===== src/rtl/ppmp_pkg.sv =====
// Shared constants, codes and the result word type of the binary PPM parser.
package ppmp_pkg;

   localparam int MAX_DIM_DEFAULT = 4096;

   localparam int BYTE_W  = 8;
   localparam int DIM_O_W = 13;
   localparam int RGB_W   = 24;
   localparam int MAXV_W  = 16;
   localparam int MAXV_CAP = 65535;
   localparam int MAXV_OK  = 255;

   localparam logic [BYTE_W-1:0] CH_P  = 8'h50;
   localparam logic [BYTE_W-1:0] CH_0  = 8'h30;
   localparam logic [BYTE_W-1:0] CH_9  = 8'h39;
   localparam logic [BYTE_W-1:0] CH_NL = 8'h0a;

   typedef enum logic [1:0] {
      KIND_PIXEL,
      KIND_HEADER,
      KIND_ERROR
   } kind_type;

   typedef enum logic [2:0] {
      ERR_MAGIC,
      ERR_FORMAT,
      ERR_ZERO_SIZE,
      ERR_MAX_VALUE,
      ERR_OVERFLOW
   } err_type;

   typedef struct packed {
      logic                last_pixel;
      err_type             error_code;
      logic [DIM_O_W-1:0]  image_height;
      logic [DIM_O_W-1:0]  image_width;
      logic [RGB_W-1:0]    pixel_rgb;
      kind_type            kind;
   } rsp_type;

endpackage


===== src/rtl/ppmp_dec_acc.sv =====
// Saturating decimal digit accumulator: acc * 10 + digit, clamped to CAP.
module ppmp_dec_acc
   import ppmp_pkg::*;
#(
   parameter int ACC_W = 16,
   parameter int CAP   = 65535
) (
   input  logic [ACC_W-1:0] acc,
   input  logic [3:0]       digit,
   output logic [ACC_W-1:0] sum
);

   localparam int SUM_W = ACC_W + 4;
   localparam logic [SUM_W-1:0] CAP_S = SUM_W'(CAP);

   logic [SUM_W-1:0] acc_s;
   logic [SUM_W-1:0] mul_s;

   assign acc_s = SUM_W'(acc);
   assign mul_s = (acc_s << 3) + (acc_s << 1) + SUM_W'(digit);

   always_comb begin
      if (acc_s > CAP_S || mul_s > CAP_S) begin
         sum = CAP_S[ACC_W-1:0];
      end else begin
         sum = mul_s[ACC_W-1:0];
      end
   end

endmodule


===== src/rtl/ppm_binary_image_parser_core.sv =====
// Binary PPM (P6 style) stream parser: header checks, size decode and RGB pixel packing.
//
// Takes one file byte per cycle on req_ while req_tready is high and gives header, error and pixel words on rsp_.
// Each byte updates the registered parser state; a result goes to a one-word output
// register, and req_tready stays high as long as that register is empty or is being drained,
// so the sustained rate is one byte per clock. A byte with req_tuser set restarts the parser
// and is taken as the first byte of a new file. After an error or the final pixel, bytes are
// dropped until the next restart. MAX_DIM bounds the accepted width and height.
module ppm_binary_image_parser_core
   import ppmp_pkg::*;
#(
   parameter int MAX_DIM = MAX_DIM_DEFAULT
) (
   input  logic        clock,
   input  logic        reset,
   input  logic        req_tvalid,
   output logic        req_tready,
   input  logic [7:0]  req_tdata,   // data_byte [7:0]
   input  logic        req_tuser,   // start_of_file
   output logic        rsp_tvalid,
   input  logic        rsp_tready,
   output logic [55:0] rsp_tdata,   // pixel_rgb [23:0], image_width [36:24],
                                    // image_height [49:37], error_code [52:50], zero [55:53]
   output logic [1:0]  rsp_tuser,   // kind
   output logic        rsp_tlast    // last_pixel
);

   localparam int DIM_CAP = MAX_DIM + 1;
   localparam int DIM_W   = $clog2(DIM_CAP + 1);
   localparam int TOT_W   = 2 * DIM_W;
   localparam logic [DIM_W-1:0]  MAX_DIM_V = DIM_W'(MAX_DIM);
   localparam logic [MAXV_W-1:0] MAXV_OK_V = MAXV_W'(MAXV_OK);

   typedef enum logic [2:0] {
      PH_MAGIC,
      PH_FORMAT,
      PH_SKIP,
      PH_SIZE,
      PH_MAXV,
      PH_PIXELS,
      PH_DONE,
      PH_ERROR
   } phase_type;

   typedef enum logic [1:0] {
      RUN_NONE,
      RUN_WIDTH,
      RUN_HEIGHT,
      RUN_MAX
   } run_type;

   phase_type           phase_ff, phase_in, phase_cur;
   run_type             run_ff, run_in, run_cur, run_sel;
   logic [DIM_W-1:0]    width_ff, width_in, width_cur;
   logic [DIM_W-1:0]    height_ff, height_in, height_cur;
   logic [MAXV_W-1:0]   maxv_ff, maxv_in, maxv_cur;
   logic [TOT_W-1:0]    total_ff, total_in, total_cur;
   logic [TOT_W-1:0]    count_ff, count_in, count_cur, count_nxt;
   logic [1:0]          bip_ff, bip_in, bip_cur;
   logic [15:0]         part_ff, part_in, part_cur;
   logic                rsp_valid_ff, rsp_valid_in;
   rsp_type             rsp_ff, rsp_in;
   rsp_type             rsp_nxt;
   logic                rsp_load;

   logic                req_acc;
   logic [BYTE_W-1:0]   byte_v;
   logic                is_digit;
   logic [3:0]          digit;
   logic [DIM_W-1:0]    dim_acc, dim_sum;
   logic [MAXV_W-1:0]   maxv_sum;
   logic [TOT_W-1:0]    dim_prod;
   logic [DIM_W+DIM_O_W-1:0] width_ext, height_ext;

   assign req_tready = !rsp_valid_ff || rsp_tready;
   assign req_acc    = req_tvalid && req_tready;
   assign byte_v     = req_tdata;
   assign is_digit   = (byte_v >= CH_0) && (byte_v <= CH_9);
   assign digit      = 4'(byte_v - CH_0);

   // restart view of the state
   always_comb begin
      if (req_tuser) begin
         phase_cur  = PH_MAGIC;
         run_cur    = RUN_NONE;
         width_cur  = '0;
         height_cur = '0;
         maxv_cur   = '0;
         total_cur  = '0;
         count_cur  = '0;
         bip_cur    = '0;
         part_cur   = '0;
      end else begin
         phase_cur  = phase_ff;
         run_cur    = run_ff;
         width_cur  = width_ff;
         height_cur = height_ff;
         maxv_cur   = maxv_ff;
         total_cur  = total_ff;
         count_cur  = count_ff;
         bip_cur    = bip_ff;
         part_cur   = part_ff;
      end
   end

   // pick which dimension a digit feeds
   always_comb begin
      run_sel = run_cur;
      if (run_cur == RUN_NONE) begin
         if (width_cur == '0) begin
            run_sel = RUN_WIDTH;
         end else if (height_cur == '0) begin
            run_sel = RUN_HEIGHT;
         end
      end
   end

   assign dim_acc    = (run_sel == RUN_HEIGHT) ? height_cur : width_cur;
   assign dim_prod   = TOT_W'(width_cur) * TOT_W'(height_cur);
   assign count_nxt  = count_cur + TOT_W'(1);
   assign width_ext  = {{DIM_O_W{1'b0}}, width_cur};
   assign height_ext = {{DIM_O_W{1'b0}}, height_cur};

   ppmp_dec_acc #(
      .ACC_W (DIM_W),
      .CAP   (DIM_CAP)
   ) u_dim_acc (
      .acc   (dim_acc),
      .digit (digit),
      .sum   (dim_sum)
   );

   ppmp_dec_acc #(
      .ACC_W (MAXV_W),
      .CAP   (MAXV_CAP)
   ) u_maxv_acc (
      .acc   (maxv_cur),
      .digit (digit),
      .sum   (maxv_sum)
   );

   always_comb begin
      phase_in  = phase_ff;
      run_in    = run_ff;
      width_in  = width_ff;
      height_in = height_ff;
      maxv_in   = maxv_ff;
      total_in  = total_ff;
      count_in  = count_ff;
      bip_in    = bip_ff;
      part_in   = part_ff;
      rsp_load  = 1'b0;
      rsp_nxt   = '0;
      if (req_acc) begin
         phase_in  = phase_cur;
         run_in    = run_cur;
         width_in  = width_cur;
         height_in = height_cur;
         maxv_in   = maxv_cur;
         total_in  = total_cur;
         count_in  = count_cur;
         bip_in    = bip_cur;
         part_in   = part_cur;
         unique case (phase_cur)
            PH_MAGIC: begin
               if (byte_v != CH_P) begin
                  phase_in           = PH_ERROR;
                  run_in             = RUN_NONE;
                  rsp_load           = 1'b1;
                  rsp_nxt.kind       = KIND_ERROR;
                  rsp_nxt.error_code = ERR_MAGIC;
               end else begin
                  phase_in = PH_FORMAT;
               end
            end
            PH_FORMAT: begin
               if (byte_v == CH_0) begin
                  phase_in           = PH_ERROR;
                  run_in             = RUN_NONE;
                  rsp_load           = 1'b1;
                  rsp_nxt.kind       = KIND_ERROR;
                  rsp_nxt.error_code = ERR_FORMAT;
               end else begin
                  phase_in = PH_SKIP;
               end
            end
            PH_SKIP: begin
               phase_in = PH_SIZE;
            end
            PH_SIZE: begin
               if (is_digit) begin
                  run_in = run_sel;
                  if (run_sel == RUN_WIDTH) begin
                     width_in = dim_sum;
                  end else if (run_sel == RUN_HEIGHT) begin
                     height_in = dim_sum;
                  end
               end else begin
                  run_in = RUN_NONE;
                  if (byte_v == CH_NL) begin
                     if (width_cur == '0 || height_cur == '0) begin
                        phase_in           = PH_ERROR;
                        rsp_load           = 1'b1;
                        rsp_nxt.kind       = KIND_ERROR;
                        rsp_nxt.error_code = ERR_ZERO_SIZE;
                     end else if (width_cur > MAX_DIM_V || height_cur > MAX_DIM_V) begin
                        phase_in           = PH_ERROR;
                        rsp_load           = 1'b1;
                        rsp_nxt.kind       = KIND_ERROR;
                        rsp_nxt.error_code = ERR_OVERFLOW;
                     end else begin
                        total_in = dim_prod;
                        phase_in = PH_MAXV;
                     end
                  end
               end
            end
            PH_MAXV: begin
               if (is_digit) begin
                  if (run_cur == RUN_NONE && maxv_cur == '0) begin
                     run_in  = RUN_MAX;
                     maxv_in = maxv_sum;
                  end else if (run_cur == RUN_MAX) begin
                     maxv_in = maxv_sum;
                  end
               end else begin
                  run_in = RUN_NONE;
                  if (byte_v == CH_NL) begin
                     rsp_load = 1'b1;
                     if (maxv_cur != MAXV_OK_V) begin
                        phase_in           = PH_ERROR;
                        rsp_nxt.kind       = KIND_ERROR;
                        rsp_nxt.error_code = ERR_MAX_VALUE;
                     end else begin
                        phase_in             = PH_PIXELS;
                        rsp_nxt.kind         = KIND_HEADER;
                        rsp_nxt.image_width  = width_ext[DIM_O_W-1:0];
                        rsp_nxt.image_height = height_ext[DIM_O_W-1:0];
                     end
                  end
               end
            end
            PH_PIXELS: begin
               if (bip_cur < 2'd2) begin
                  part_in = {part_cur[7:0], byte_v};
                  bip_in  = bip_cur + 2'd1;
               end else begin
                  bip_in             = '0;
                  part_in            = '0;
                  count_in           = count_nxt;
                  rsp_load           = 1'b1;
                  rsp_nxt.kind       = KIND_PIXEL;
                  rsp_nxt.pixel_rgb  = {part_cur, byte_v};
                  rsp_nxt.last_pixel = (count_nxt >= total_cur);
                  if (count_nxt >= total_cur) begin
                     phase_in = PH_DONE;
                  end
               end
            end
            PH_DONE, PH_ERROR: begin
               phase_in = phase_cur;
            end
            default: begin
               phase_in = phase_cur;
            end
         endcase
      end
   end

   always_comb begin
      rsp_valid_in = rsp_valid_ff;
      rsp_in       = rsp_ff;
      if (rsp_tready) begin
         rsp_valid_in = 1'b0;
      end
      if (rsp_load) begin
         rsp_valid_in = 1'b1;
         rsp_in       = rsp_nxt;
      end
   end

   always_ff @(posedge clock) begin
      if (reset) begin
         phase_ff     <= PH_MAGIC;
         run_ff       <= RUN_NONE;
         width_ff     <= '0;
         height_ff    <= '0;
         maxv_ff      <= '0;
         total_ff     <= '0;
         count_ff     <= '0;
         bip_ff       <= '0;
         part_ff      <= '0;
         rsp_valid_ff <= 1'b0;
      end else begin
         phase_ff     <= phase_in;
         run_ff       <= run_in;
         width_ff     <= width_in;
         height_ff    <= height_in;
         maxv_ff      <= maxv_in;
         total_ff     <= total_in;
         count_ff     <= count_in;
         bip_ff       <= bip_in;
         part_ff      <= part_in;
         rsp_valid_ff <= rsp_valid_in;
      end
   end

   always_ff @(posedge clock) begin
      rsp_ff <= rsp_in;
   end

   assign rsp_tvalid = rsp_valid_ff;
   assign rsp_tuser  = rsp_ff.kind;
   assign rsp_tlast  = rsp_ff.last_pixel;
   assign rsp_tdata  = {3'b000, rsp_ff.error_code, rsp_ff.image_height,
                        rsp_ff.image_width, rsp_ff.pixel_rgb};

   a_count_bound: assert property (@(posedge clock) disable iff (reset)
      phase_ff == PH_PIXELS |-> count_ff < total_ff)
      else $error("pixel count reached total while still in pixel phase");

   a_header_enters_pixels: assert property (@(posedge clock) disable iff (reset)
      rsp_load && rsp_nxt.kind == KIND_HEADER |=> phase_ff == PH_PIXELS && count_ff == '0)
      else $error("header word not followed by pixel phase");

   a_last_is_pixel: assert property (@(posedge clock) disable iff (reset)
      rsp_tvalid && rsp_tlast |-> rsp_tuser == KIND_PIXEL)
      else $error("last flag on a non-pixel word");

   a_error_parks: assert property (@(posedge clock) disable iff (reset)
      rsp_load && rsp_nxt.kind == KIND_ERROR |=> phase_ff == PH_ERROR && run_ff == RUN_NONE)
      else $error("error word without entering error phase");

   a_no_overwrite: assert property (@(posedge clock) disable iff (reset)
      rsp_valid_ff && !rsp_tready |-> !rsp_load)
      else $error("result register overwritten while stalled");

endmodule

===== config.mk =====
export PLATFORM = sky130hd
export DESIGN_NAME = ppm_binary_image_parser_core
export DESIGN_NICKNAME = d
export VERILOG_FILES = /design/src/rtl/ppmp_pkg.sv /design/src/rtl/ppmp_dec_acc.sv /design/src/rtl/ppm_binary_image_parser_core.sv
export SDC_FILE = /design/constraint.sdc
export NUM_CORES = 1
export LEC_CHECK = 0
export BUFFER_PORTS_ARGS = -buffer_cell sky130_fd_sc_hd__clkbuf_2
export CORE_ASPECT_RATIO = 1.5
export CORE_MARGIN = 2
export CORE_UTILIZATION = 39
export CTS_BUF_LIST = sky130_fd_sc_hd__clkbuf_16
export DETAILED_ROUTE_END_ITERATION = 10
export PLACE_DENSITY = 0.56
export SYNTH_ARGS = -nofsm -noshare
export SYNTH_HDL_FRONTEND = slang
export SYNTH_SLANG_ARGS = --single-unit

===== constraint.sdc =====
create_clock -name clock -period 8 [get_ports clock]
set_clock_uncertainty 0.2 [all_clocks]
set_input_delay 1.2 -clock clock [delete_from_list [all_inputs] [get_ports clock]]
set_output_delay 1.2 -clock clock [all_outputs]
set_load 0.02 [all_outputs]

==> results.cfg <==
[status]
status = complete, no violations

[cts]
path_clk_slew_ps = 80
clockRootBuffer = clkbuf_16
tritoncts.num_buffers = 17
post_cts_buffers = 0
cts_num_sinks = 174
clock_latency_ps = 460
ctsResizeCount = 0
cts_buffer_depth = 2
hold_buffers = 0
htree_levels = 4
cts_tree = built

[logic_synthesis]
postSynth.asyncResetShare_pct = 0
netlist_area_mm2 = 0.01606
synth_seq_cells = 174
ys_warn_count = 0
synth.avg_cell_area_um2 = 8.735
syn_inst = 1838
yosysTopAreaCellShare_pct = 15.59
synth_seq_area_share_pct = 25.19
synth_edf_count = 56
synth-main-ff-cell = dfxtp_1
synth_cell_types = 81
ys_top_cells_by_area = fa_1, dfxtp_1, ha_1, edfxtp_1, nand2_1
synth_top_cell_by_area = fa_1

[setup_path]
arrival_ps = 7110
slowest_stage = nor2b_1
required_ps = 8160
path_buf_inv = 3
critPathLaunchType = input port
cp-end-kind = flip-flop
cp_cell_sequence = buf_2 > nor2b_1 > nand2_1 > fa_1 > inv_1 > fa_1 > fa_1 > fa_1 > fa_1 > ha_1 > a2111oi_0 > o21a_1 > nor3_1 > a41oi_1 > buf_4 > o21ai_0 > o21a_1 > nor2_1 > xnor2_1 > a22o_1
slowest_delay_ps = 590
crit_top_cell = fa_1
crit_family = adder cells
path_class = in -> reg
crit_fanout = 19

[floorplanning]
die-area_mm2 = 0.04284
start_util_pct = 39.28
die_w_um = 169.7
core_mm2 = 0.04088
rows = 91
ios = 74
dieHeight_um = 252.5

[placed_design]
gp_congestion = 0.8650
pre_cts_ws_ps = 640.7
port_buffers = 70
dpl.hpwl_um = 33540

[timing]
slew_viol_final = 0
fin_crit_sh_pct = 86.88
worst_slack_ps = 1049
fin_crit_ps = 6951
hold_violations = 0
max_freq_mhz = 143.9
setup-violations-final = 0
setup_tns_ps = 0
worst_pin_slew_ps = 1269
rsz0062_at_grt = no
whs_ps = 280.1
slew_headroom_pct = 15.08

[route]
wirelength_um = 44190
avgRoutedWirePerCell_um = 18.50
routed-via-count = 13490
via_per_inst = 5.645
drtAntennaViolNets = 0
drcViolationCount = 0
drtIter0Drc = 887
first_pass_iters = 7

[global_route]
antenna_found_initial = 1
grt_usage_pct = 21.30
grt_pass1_vias = 13730
grt_pass1_wl_um = 72040
grt_max_degree = 72
grt-ovfl-total = 0

[power_and_ir_drop]
swShare_pct = 29.81
p_comb_share_pct = 9.4
seq_power_share_pct = 47.1
ir_drop_v = 0.0001278
p_leak_nw = 8.121
p_int_mw = 1.419
clkPwrFrac_pct = 43.4
power_density_mw_per_mm2 = 115.0
p_switching_mw = 0.6028

[finish]
diodes = 0
multi_input_area_mm2 = 0.01109
final_cell_mix = nand2_1, nor2_1, ha_1, inv_1, fa_1
nets = 2157
seq_area_mm2 = 0.004044
area_growth_pct = 9.539
drive_above_1_share_pct = 9.265
layout_commonest_cell = nand2_1
nFillCells = 4029
final_core_util_pct = 43.03

[worst_hold_path]
min_path_type = reg -> reg

[job]
drv_cap = 0
-- per-layer routing --
layer	up-vias	track usage [%]	wire length [um]
met2	309	41.21	24380
met4	2	8.523	1548
met5	-	0	13
li1	6377	-	-
met3	82	2.255	1218
met1	6716	23.43	17030
-- kinds of logic after synthesis --
group / synth area share (%)
AND/OR/NAND/NOR: 21.60
other: 0.02336
XOR/XNOR: 3.328
buffers and inverters: 6.008
adder cells (fa/ha/maj): 27.59
flip-flops: 25.19
multiplexers: 0.8104
AO/OA/AOI/OAI: 15.45
-- flip-flops by register name (all words and copies together) (netlist names) --
register	flops
total_ff	26
run_ff	2
width_ff	13
height_ff	13
rsp_tvalid	1
rsp_tlast	1
rsp_tdata	53
bip_ff	2
count_ff	26
maxv_ff	16
rsp_tuser	2
phase_ff	3
part_ff	16
-- cell type report --
type / instances / share of cell area, %
multi-input cells: 1414 / 63.03
flip-flops and latches: 174 / 22.99
well taps: 511 / 3.635
repair buffers: 104 / 3.458
inverters: 154 / 3.287
clock buffers: 17 / 2.419
clock inverters: 15 / 1.174
-- metrics by stage --
| stage | instances | total power, mW | instance area (um2) |
|---|---|---|---|
| after global routing | 2389 | 2.095 | 17590 |
| after detailed placement | 2357 | 1.164 | 16960 |
| after global placement | 2357 | 1.162 | 16960 |
| after floorplan | 1840 | 1.099 | 16060 |
| after CTS | 2389 | 2.044 | 17590 |
| final | 2389 | 2.022 | 17590 |
-- cells in the mapped netlist (all sizes together), types with 5 or more instances --
master and number:
o21ai 69, nor3 37, a211oi 19, and2 86, buf 17, ha 154
mux2i 13, nand2b 9, nand4 11, fa 125, or3 6, nand2 220
o211ai 9, a21o 16, nor4 14, inv 154, o21bai 5, or4 5
a31oi 10, nor2 174, a22oi 56, nand3b 7, edfxtp 56, nand3 28
a221oi 8, xnor2 38, dfxtp 118, a311oi 7, and3 34, xor2 23
a21oi 70, o22ai 5, o221ai 6, and4 5, clkbuf 81, nor2b 54
a22o 16, o21a 16, o32ai 6
-- power groups by stage --
stage / clock (mW) / sequential, mW / combinational, mW
after floorplan: 0 / 0.993 / 0.105
final: 0.878 / 0.953 / 0.190
after detailed placement: 0 / 0.974 / 0.190
after CTS: 0.900 / 0.953 / 0.191
after global routing: 0.932 / 0.956 / 0.206
after global placement: 0 / 0.974 / 0.188
-- worst reg2reg max path: cells and delay by family, from the launching register on --
kind / cells / cell delay (ps)
AND/OR/NAND/NOR: 6 / 2260
flip-flops: 1 / 620
buffers and inverters: 1 / 250
AO/OA/AOI/OAI: 8 / 1900
adder cells (fa/ha/maj): 2 / 1010
multiplexers: 1 / 100
-- path summary, 6_finish.rpt --
path,from,end,cells past startpoint,slack (ps)
setup / recovery,req_tuser,total_ff[23],20,1050
hold / removal,count_ff[20],count_ff[20],1,280
setup reg to reg,width_ff[9],width_ff[11],18,1590
hold reg to reg,count_ff[20],count_ff[20],1,280
No activity file was read; power rests on OpenSTA's default activity.
